--- src/rtl/core/casf_pkg.sv ---
// Types, constants and the speckle test shared by the azimuth speckle filter.
`default_nettype none
package casf_pkg;

	localparam int HEIGHT_W    = 8;
	localparam int INDEX_W     = 10;
	localparam int MAX_RESULTS = 3;
	localparam int QUEUE_DEPTH = 4;
	localparam int QCNT_W      = $clog2(QUEUE_DEPTH + 1);
	localparam int PUSH_CNT_W  = $clog2(MAX_RESULTS + 1);
	localparam int INDEX_MAX   = (1 << INDEX_W) - 1;

	typedef struct packed {
		logic [HEIGHT_W-1:0] height_in;
		logic                ring_end_in;
	} casf_in_t;

	typedef struct packed {
		logic [INDEX_W-1:0]  ray_index;
		logic [HEIGHT_W-1:0] height_out;
		logic                was_cleared;
		logic                ring_done;
	} casf_result_t;

	// Results produced by one request, item[0] goes out first.
	typedef struct packed {
		logic [PUSH_CNT_W-1:0]                count;
		casf_result_t [MAX_RESULTS-1:0]       item;
	} casf_push_t;

	function automatic casf_result_t make_result(
		input logic [INDEX_W-1:0]  index,
		input logic [HEIGHT_W-1:0] prev,
		input logic [HEIGHT_W-1:0] cur,
		input logic [HEIGHT_W-1:0] next,
		input logic                done
	);
		logic [HEIGHT_W:0] sum;
		logic              isolated;
		logic              too_high;
		casf_result_t      res;
		sum      = {1'b0, prev} + {1'b0, next};
		isolated = ((prev | next) == '0) && (cur != '0);
		too_high = {1'b0, cur} > sum;
		res.ray_index   = index;
		res.was_cleared = isolated || too_high;
		res.height_out  = res.was_cleared ? '0 : cur;
		res.ring_done   = done;
		return res;
	endfunction

endpackage
`default_nettype wire

--- src/rtl/core/circular_azimuth_speckle_filter.sv ---
// Circular azimuth speckle filter: top level with the ray window and ring state.
//
// Request channel (req_*): one height code per ray of a range bin, rays in ring
// order, ring_end_in set on the last ray of the ring. A request is taken at a
// clock edge with req_valid high and req_stall low.
// Response channel (rsp_*): filtered heights with their ray index. A middle ray
// comes out one request late; the last request of a ring yields up to three
// responses: the ray before it, the last ray, then ray 0 with ring_done set.
// Latency: with an empty queue, a response shows on rsp_valid the cycle after
// the request that causes it is taken. Throughput: one request per cycle while
// req_stall is low; the queue (four entries) drains one response per cycle
// while rsp_stall is low, so a ring end with three responses raises req_stall.
// req_stall rises whenever fewer than three queue entries are free, so a
// stalled receiver stops the request side once two responses wait, with at
// most four held. Rings longer than MAX_RAYS hold the ray counter at its cap.
// Reset clears the ring state and empties the queue; the first request after
// reset starts a new ring.
`default_nettype none
module circular_azimuth_speckle_filter #(
	parameter int MAX_RAYS = 1024
) (
	input  wire                    clk,
	input  wire                    arst_n,
	input  wire                    req_valid,
	output logic                   req_stall,
	input  casf_pkg::casf_in_t     req_data,
	output logic                   rsp_valid,
	input  wire                    rsp_stall,
	output casf_pkg::casf_result_t rsp_data
);
	import casf_pkg::*;

	localparam int RAY_CAP_INT = (MAX_RAYS - 1 < INDEX_MAX) ? MAX_RAYS - 1 : INDEX_MAX;
	localparam logic [INDEX_W-1:0] RayCap = INDEX_W'(RAY_CAP_INT);

	logic [HEIGHT_W-1:0] first_q;
	logic [HEIGHT_W-1:0] second_q;
	logic [HEIGHT_W-1:0] older_q;
	logic [HEIGHT_W-1:0] newer_q;
	logic [INDEX_W-1:0]  ray_cnt_q;

	logic                room;
	logic                accept;
	logic [HEIGHT_W-1:0] h;
	logic [HEIGHT_W-1:0] first_eff;
	logic [HEIGHT_W-1:0] second_eff;
	logic                n_zero;
	logic                n_one;
	casf_push_t          push;

	assign req_stall  = !room;
	assign accept     = req_valid && room;
	assign h          = req_data.height_in;
	assign n_zero     = ray_cnt_q == '0;
	assign n_one      = ray_cnt_q == INDEX_W'(1);
	assign first_eff  = n_zero ? h : first_q;
	assign second_eff = n_one ? h : second_q;

	always_comb begin
		push.count = '0;
		push.item  = '0;
		if (accept) begin
			if (!n_zero && !n_one) begin
				push.item[0] = make_result(ray_cnt_q - INDEX_W'(1), older_q, newer_q, h, 1'b0);
				push.count   = PUSH_CNT_W'(1);
			end
			if (req_data.ring_end_in) begin
				if (n_zero) begin
					push.item[0] = make_result('0, h, h, h, 1'b1);
					push.count   = PUSH_CNT_W'(1);
				end else if (n_one) begin
					push.item[0] = make_result(ray_cnt_q, newer_q, h, first_eff, 1'b0);
					push.item[1] = make_result('0, h, first_eff, second_eff, 1'b1);
					push.count   = PUSH_CNT_W'(2);
				end else begin
					push.item[1] = make_result(ray_cnt_q, newer_q, h, first_eff, 1'b0);
					push.item[2] = make_result('0, h, first_eff, second_eff, 1'b1);
					push.count   = PUSH_CNT_W'(3);
				end
			end
		end
	end

	always_ff @(posedge clk or negedge arst_n) begin
		if (!arst_n) begin
			first_q   <= '0;
			second_q  <= '0;
			older_q   <= '0;
			newer_q   <= '0;
			ray_cnt_q <= '0;
		end else if (accept) begin
			if (req_data.ring_end_in) begin
				// close the ring: drop all history
				first_q   <= '0;
				second_q  <= '0;
				older_q   <= '0;
				newer_q   <= '0;
				ray_cnt_q <= '0;
			end else begin
				first_q   <= first_eff;
				second_q  <= second_eff;
				older_q   <= newer_q;
				newer_q   <= h;
				ray_cnt_q <= (ray_cnt_q < RayCap) ? ray_cnt_q + INDEX_W'(1) : RayCap;
			end
		end
	end

	casf_queue u_queue (
		.clk      (clk),
		.arst_n   (arst_n),
		.push     (push),
		.room     (room),
		.rsp_valid(rsp_valid),
		.rsp_stall(rsp_stall),
		.rsp_data (rsp_data)
	);

endmodule
`default_nettype wire

--- src/rtl/core/casf_queue.sv ---
// Result queue: per cycle takes up to three results, pops one unless stalled.
`default_nettype none
module casf_queue (
	input  wire                  clk,
	input  wire                  arst_n,
	input  casf_pkg::casf_push_t push,
	output logic                 room,
	output logic                 rsp_valid,
	input  wire                  rsp_stall,
	output casf_pkg::casf_result_t rsp_data
);
	import casf_pkg::*;

	casf_result_t [QUEUE_DEPTH-1:0] entry_q;
	casf_result_t [QUEUE_DEPTH-1:0] entry_d;
	logic [QCNT_W-1:0]              count_q;
	logic [QCNT_W-1:0]              count_d;
	logic [QCNT_W-1:0]              base;
	logic [QCNT_W-1:0]              pos;
	logic [QCNT_W-1:0]              slot;
	logic                           pop;

	assign rsp_valid = count_q != '0;
	assign rsp_data  = entry_q[0];
	assign pop       = rsp_valid && !rsp_stall;
	// Room for a full burst of results, decided on the registered count only.
	assign room      = count_q <= QCNT_W'(QUEUE_DEPTH - MAX_RESULTS);

	always_comb begin
		base    = count_q - QCNT_W'(pop);
		count_d = base + QCNT_W'(push.count);
		pos     = '0;
		slot    = '0;
		for (int i = 0; i < QUEUE_DEPTH; i++) begin
			pos = QCNT_W'(i);
			if (pos < base) begin
				// advance the surviving entries toward the head
				entry_d[i] = pop ? entry_q[(i + 1) % QUEUE_DEPTH] : entry_q[i];
			end else begin
				slot = pos - base;
				if (slot < QCNT_W'(push.count))
					entry_d[i] = push.item[slot[PUSH_CNT_W-1:0]];
				else
					entry_d[i] = entry_q[i];
			end
		end
	end

	always_ff @(posedge clk or negedge arst_n) begin
		if (!arst_n) begin
			count_q <= '0;
		end else begin
			count_q <= count_d;
		end
	end

	always_ff @(posedge clk) begin
		entry_q <= entry_d;
	end

endmodule
`default_nettype wire

--- config.mk ---
export PLATFORM = sky130hd
export DESIGN_NAME = circular_azimuth_speckle_filter
export DESIGN_NICKNAME = d
export VERILOG_FILES = /design/src/rtl/core/casf_pkg.sv /design/src/rtl/core/circular_azimuth_speckle_filter.sv /design/src/rtl/core/casf_queue.sv
export SDC_FILE = /design/constraint.sdc
export NUM_CORES = 1
export LEC_CHECK = 0
export BUFFER_PORTS_ARGS = -buffer_cell sky130_fd_sc_hd__buf_2
export CAP_MARGIN = 25
export CORE_MARGIN = 2
export CORE_UTILIZATION = 42
export DETAILED_ROUTE_END_ITERATION = 8
export SYNTH_ARGS = -nofsm -noshare
export SYNTH_HDL_FRONTEND = slang
export SYNTH_SLANG_ARGS = --single-unit
--- constraint.sdc ---
create_clock -name clk -period 11.5 [get_ports clk]
set_input_delay 0.575 -clock clk [delete_from_list [all_inputs] [get_ports clk]]
set_output_delay 0.575 -clock clk [all_outputs]
set_load 0.02 [all_outputs]
==> run_summary.xml <==
<?xml version="1.0" encoding="UTF-8"?>
<metrics>
  <group name="setup_path">
    <metric name="arrival" unit="ns">6.76</metric>
    <metric name="reg2reg_depth" unit="">22</metric>
    <metric name="timing.critical_path.from_type" unit="">flip-flop</metric>
    <metric name="crit_required" unit="ns">11.67</metric>
    <metric name="cpMostUsedCell" unit="">a21o_1</metric>
    <metric name="max_stage_delay_cell_worst_path" unit="">a2111oi_4</metric>
    <metric name="critical_path.endpoint_type" unit="">flip-flop</metric>
    <metric name="crit_chain" unit="">inv_1, ha_1, or3b_2, or3_4, nor2_1, a21o_1, inv_1, ha_1, a21o_1, a21o_1, a21o_1, a21oi_1, o21ai_0, xnor2_1, ha_1, nor2_1, a211o_1, a2111oi_4, a21oi_1, and2_1, a311oi_1, o31ai_1</metric>
    <metric name="crit_path_max_fanout" unit="">21</metric>
    <metric name="timing_worst_setup_path_type" unit="">reg -&gt; reg</metric>
    <metric name="max_stage_delay_on_crit_path" unit="ns">0.65</metric>
  </group>
  <group name="clocking">
    <metric name="cts-root-to-sink-buffers" unit="">2</metric>
    <metric name="clockRootBuffer" unit="">clkbuf_16</metric>
    <metric name="clk-insertion-delay-late" unit="ns">0.44</metric>
    <metric name="clk_pin_slew" unit="ns">0.06</metric>
    <metric name="clock_tree.htree_level_count" unit="">4</metric>
    <metric name="tritoncts_clock_tree" unit="">yes</metric>
    <metric name="cts_buffers" unit="">17</metric>
    <metric name="post_cts_sizing_count" unit="">0</metric>
    <metric name="cts_setup_buffers" unit="">0</metric>
    <metric name="cts-hold-fix-buffers" unit="">0</metric>
    <metric name="clock_sink_count" unit="">125</metric>
  </group>
  <group name="place">
    <metric name="finalWeightedCongestion" unit="">0.926</metric>
    <metric name="detailed_place_hpwl" unit="µm">21300</metric>
    <metric name="placement.cell_area" unit="µm²">10100</metric>
    <metric name="portBuffers" unit="">34</metric>
    <metric name="dp_worst_setup_slack" unit="ns">5.04</metric>
  </group>
  <group name="yosys">
    <metric name="mean_instance_size_in_the_synthesized_netlist" unit="µm²">9.31</metric>
    <metric name="synthesis.instances" unit="">1054</metric>
    <metric name="synth_nets" unit="">1175</metric>
    <metric name="postSynth.asyncResetShare" unit="%">36.0</metric>
    <metric name="warnings_synthesis" unit="">0</metric>
    <metric name="postSynthRegisterBits" unit="">125</metric>
    <metric name="yosysSeqAreaShare" unit="%">36.0</metric>
    <metric name="ys_types" unit="">78</metric>
    <metric name="syn_area" unit="µm²">9810</metric>
    <metric name="number_of_synthesized_flops_with_an_enable_pin" unit="">80</metric>
    <metric name="synthFlopType" unit="">edfxtp_1</metric>
  </group>
  <group name="detailed_routing">
    <metric name="first_pass_iters" unit="">6</metric>
    <metric name="drc" unit="">0</metric>
    <metric name="initialDrtViolationCount" unit="">918</metric>
    <metric name="route.vias.total" unit="">8465</metric>
    <metric name="detail-route-antenna-nets" unit="">0</metric>
    <metric name="drt-vias-per-instance" unit="">6.18</metric>
    <metric name="wl" unit="µm">30700</metric>
    <metric name="wirelength_per_cell" unit="µm">22.4</metric>
  </group>
  <group name="job">
    <metric name="max_cap_violations" unit="">0</metric>
  </group>
  <group name="hold_path">
    <metric name="holdCritPathClass" unit="">in -&gt; async</metric>
  </group>
  <group name="floorplanning">
    <metric name="die_outline_height" unit="µm">157</metric>
    <metric name="fp.dieArea" unit="µm²">24600</metric>
    <metric name="core-area" unit="µm²">22800</metric>
    <metric name="pin_count" unit="">35</metric>
    <metric name="initial_core_util" unit="%">43.1</metric>
    <metric name="chipWidth" unit="µm">157</metric>
    <metric name="std_cell_rows" unit="">55</metric>
  </group>
  <group name="sta">
    <metric name="timing.final.hold_violations" unit="">0</metric>
    <metric name="fin_crit_sh" unit="%">57.3</metric>
    <metric name="clock-skew-final" unit="ns">0.0111</metric>
    <metric name="max_clock_freq" unit="MHz">152</metric>
    <metric name="fin_tns_setup" unit="ns">0</metric>
    <metric name="final_setup_violating_endpoints" unit="">0</metric>
    <metric name="tightestPinTransition" unit="ns">1.09</metric>
    <metric name="relSlewSlack" unit="%">26.8</metric>
    <metric name="grt_setup_unrepaired" unit="">no</metric>
    <metric name="layout_setup_ws" unit="ns">4.91</metric>
    <metric name="timing.final.max_slew_violations" unit="">0</metric>
    <metric name="final.min_clock_period" unit="ns">6.59</metric>
  </group>
  <group name="global_route">
    <metric name="first_global_vias" unit="">8139</metric>
    <metric name="grt_first_pass_wirelength" unit="µm">47400</metric>
    <metric name="antenna_found_initial" unit="">0</metric>
    <metric name="global_route.overflow_total" unit="">0</metric>
    <metric name="grt_util_all_layers" unit="%">25.4</metric>
    <metric name="largest_net_degree_at_the_start_of_global_routing" unit="">63</metric>
  </group>
  <group name="cells_and_area">
    <metric name="layout_cells_sized_above_1" unit="%">12.6</metric>
    <metric name="fillCellCount" unit="">2206</metric>
    <metric name="antenna-diode-count" unit="">0</metric>
    <metric name="final_net_count" unit="">1165</metric>
    <metric name="area_delta_synth_final" unit="%">9.07</metric>
    <metric name="design_area" unit="µm²">10700</metric>
  </group>
  <group name="run_status">
    <metric name="run_status" unit="">finished clean</metric>
  </group>
</metrics>
[area by class of cell]
type | instances | area [µm²] | area share (%)
clock inverters | 15 | 146 | 1.37
multi-input cells | 789 | 5690 | 53.1
well taps | 313 | 392 | 3.66
inverters | 60 | 225 | 2.10
clock buffers | 17 | 425 | 3.98
repair buffers | 51 | 298 | 2.78
flip-flops and latches | 125 | 3530 | 33.0
[cell usage in the layout (no fill, tap or decap), drive strengths merged, types with 42 or more instances in the layout]
| master | instances |
|---|---|
| nand2 | 106 |
| ha | 104 |
| edfxtp | 80 |
| inv | 70 |
| nor2 | 66 |
| a21oi | 63 |
| o21ai | 53 |
| buf | 51 |
| dfrtp | 45 |
| nand3 | 42 |
[through the flow]
stage,hold slack (ns),utilization [%],instances
floorplan,0.279,-,1054
global placement,0.463,44.5,1338
detailed placement,0.473,44.5,1338
CTS,0.279,47.0,1370
global route,0.298,47.0,1370
finish,0.248,47.0,1370
[worst paths after layout]
kind / from / end / slack, ns
max: ray_cnt_q[0] / u_queue.entry_q[69] / 4.91
min: arst_n / ray_cnt_q[6] / 0.25
max reg2reg: ray_cnt_q[0] / u_queue.entry_q[69] / 4.91
min reg2reg: second_q[5] / second_q[5] / 0.48
max in group asynchronous: arst_n / second_q[6] / 10.82
min in group clk: second_q[5] / second_q[5] / 0.48
[cell usage after synthesis (3+ instances only)]
cell         n  area [µm²]
xor2_1      12         105
nor4_1       7        43.8
and3_1       6        37.5
a211o_1      3        26.3
buf_1        3        11.3
nor3_1      25         125
a22oi_1      3        22.5
nand2_1    104         390
a21o_1      22         165
nor2_1      66         248
o21ai_0     53         265
a311oi_1     3        26.3
o211ai_1     5        37.5
fa_1         4        80.1
a21oi_1     63         315
buf_2        3        15.0
a211oi_1    22         165
a31oi_1     22         138
clkbuf_1    45         169
nor2b_1      6        37.5
o21a_1       3        22.5
o2bb2ai_1    8        70.1
buf_4       26         195
nand2b_1     3        18.8
or2_2        5        31.3
a221o_1      7        70.1
nand3_1     42         210
xnor2_1     13         114
edfxtp_1    80        2400
o22a_1      10        87.6
o41ai_2      7         114
and4_1       3        26.3
inv_1       60         225
ha_1       104        1300
a22o_1      36         315
a31o_2      14         123
dfrtp_1     45        1130
o31ai_1     26         195
or3_1        6        37.5
and2_1       5        31.3
nand4_1     25         156
[sequential cells by signal (all words and copies together), names as in the netlist]
| name | flops |
|---|---|
| first_q | 8 |
| newer_q | 8 |
| older_q | 8 |
| ray_cnt_q | 10 |
| second_q | 8 |
| u_queue.count_q | 3 |
| u_queue.entry_q | 60 |
| u_queue.rsp_data | 20 |
[metal layers]
metal | track usage (%) | wire, µm
met1 | 35.8 | 13600
met2 | 39.5 | 13800
met3 | 4.02 | 2470
met4 | 9.13 | 808
met5 | 0 | 0
[kinds of logic after synthesis]
group,synth area share (%)
AOI/OAI and AO/OA,24.8
xor gates and xnor gates,2.23
adders and majority gates,14.1
buffers and inverters,6.55
DFF,36.0
muxes,0.230
and+or+nand+nor,16.1
[critical path: cells and delay by family, from the launching register on]
family | cells | cell delay [ns]
buffers and inverters | 2 | 0.28
adder cells (fa/ha/maj) | 3 | 0.88
AND/OR/NAND/NOR | 5 | 1.48
flip-flops | 1 | 0.50
AO/OA/AOI/OAI | 11 | 3.02
XOR/XNOR | 1 | 0.14
Power is left out: the tool's default activity adds up to more than one toggle a clock period on the data nets, which glitch-free logic cannot reach.
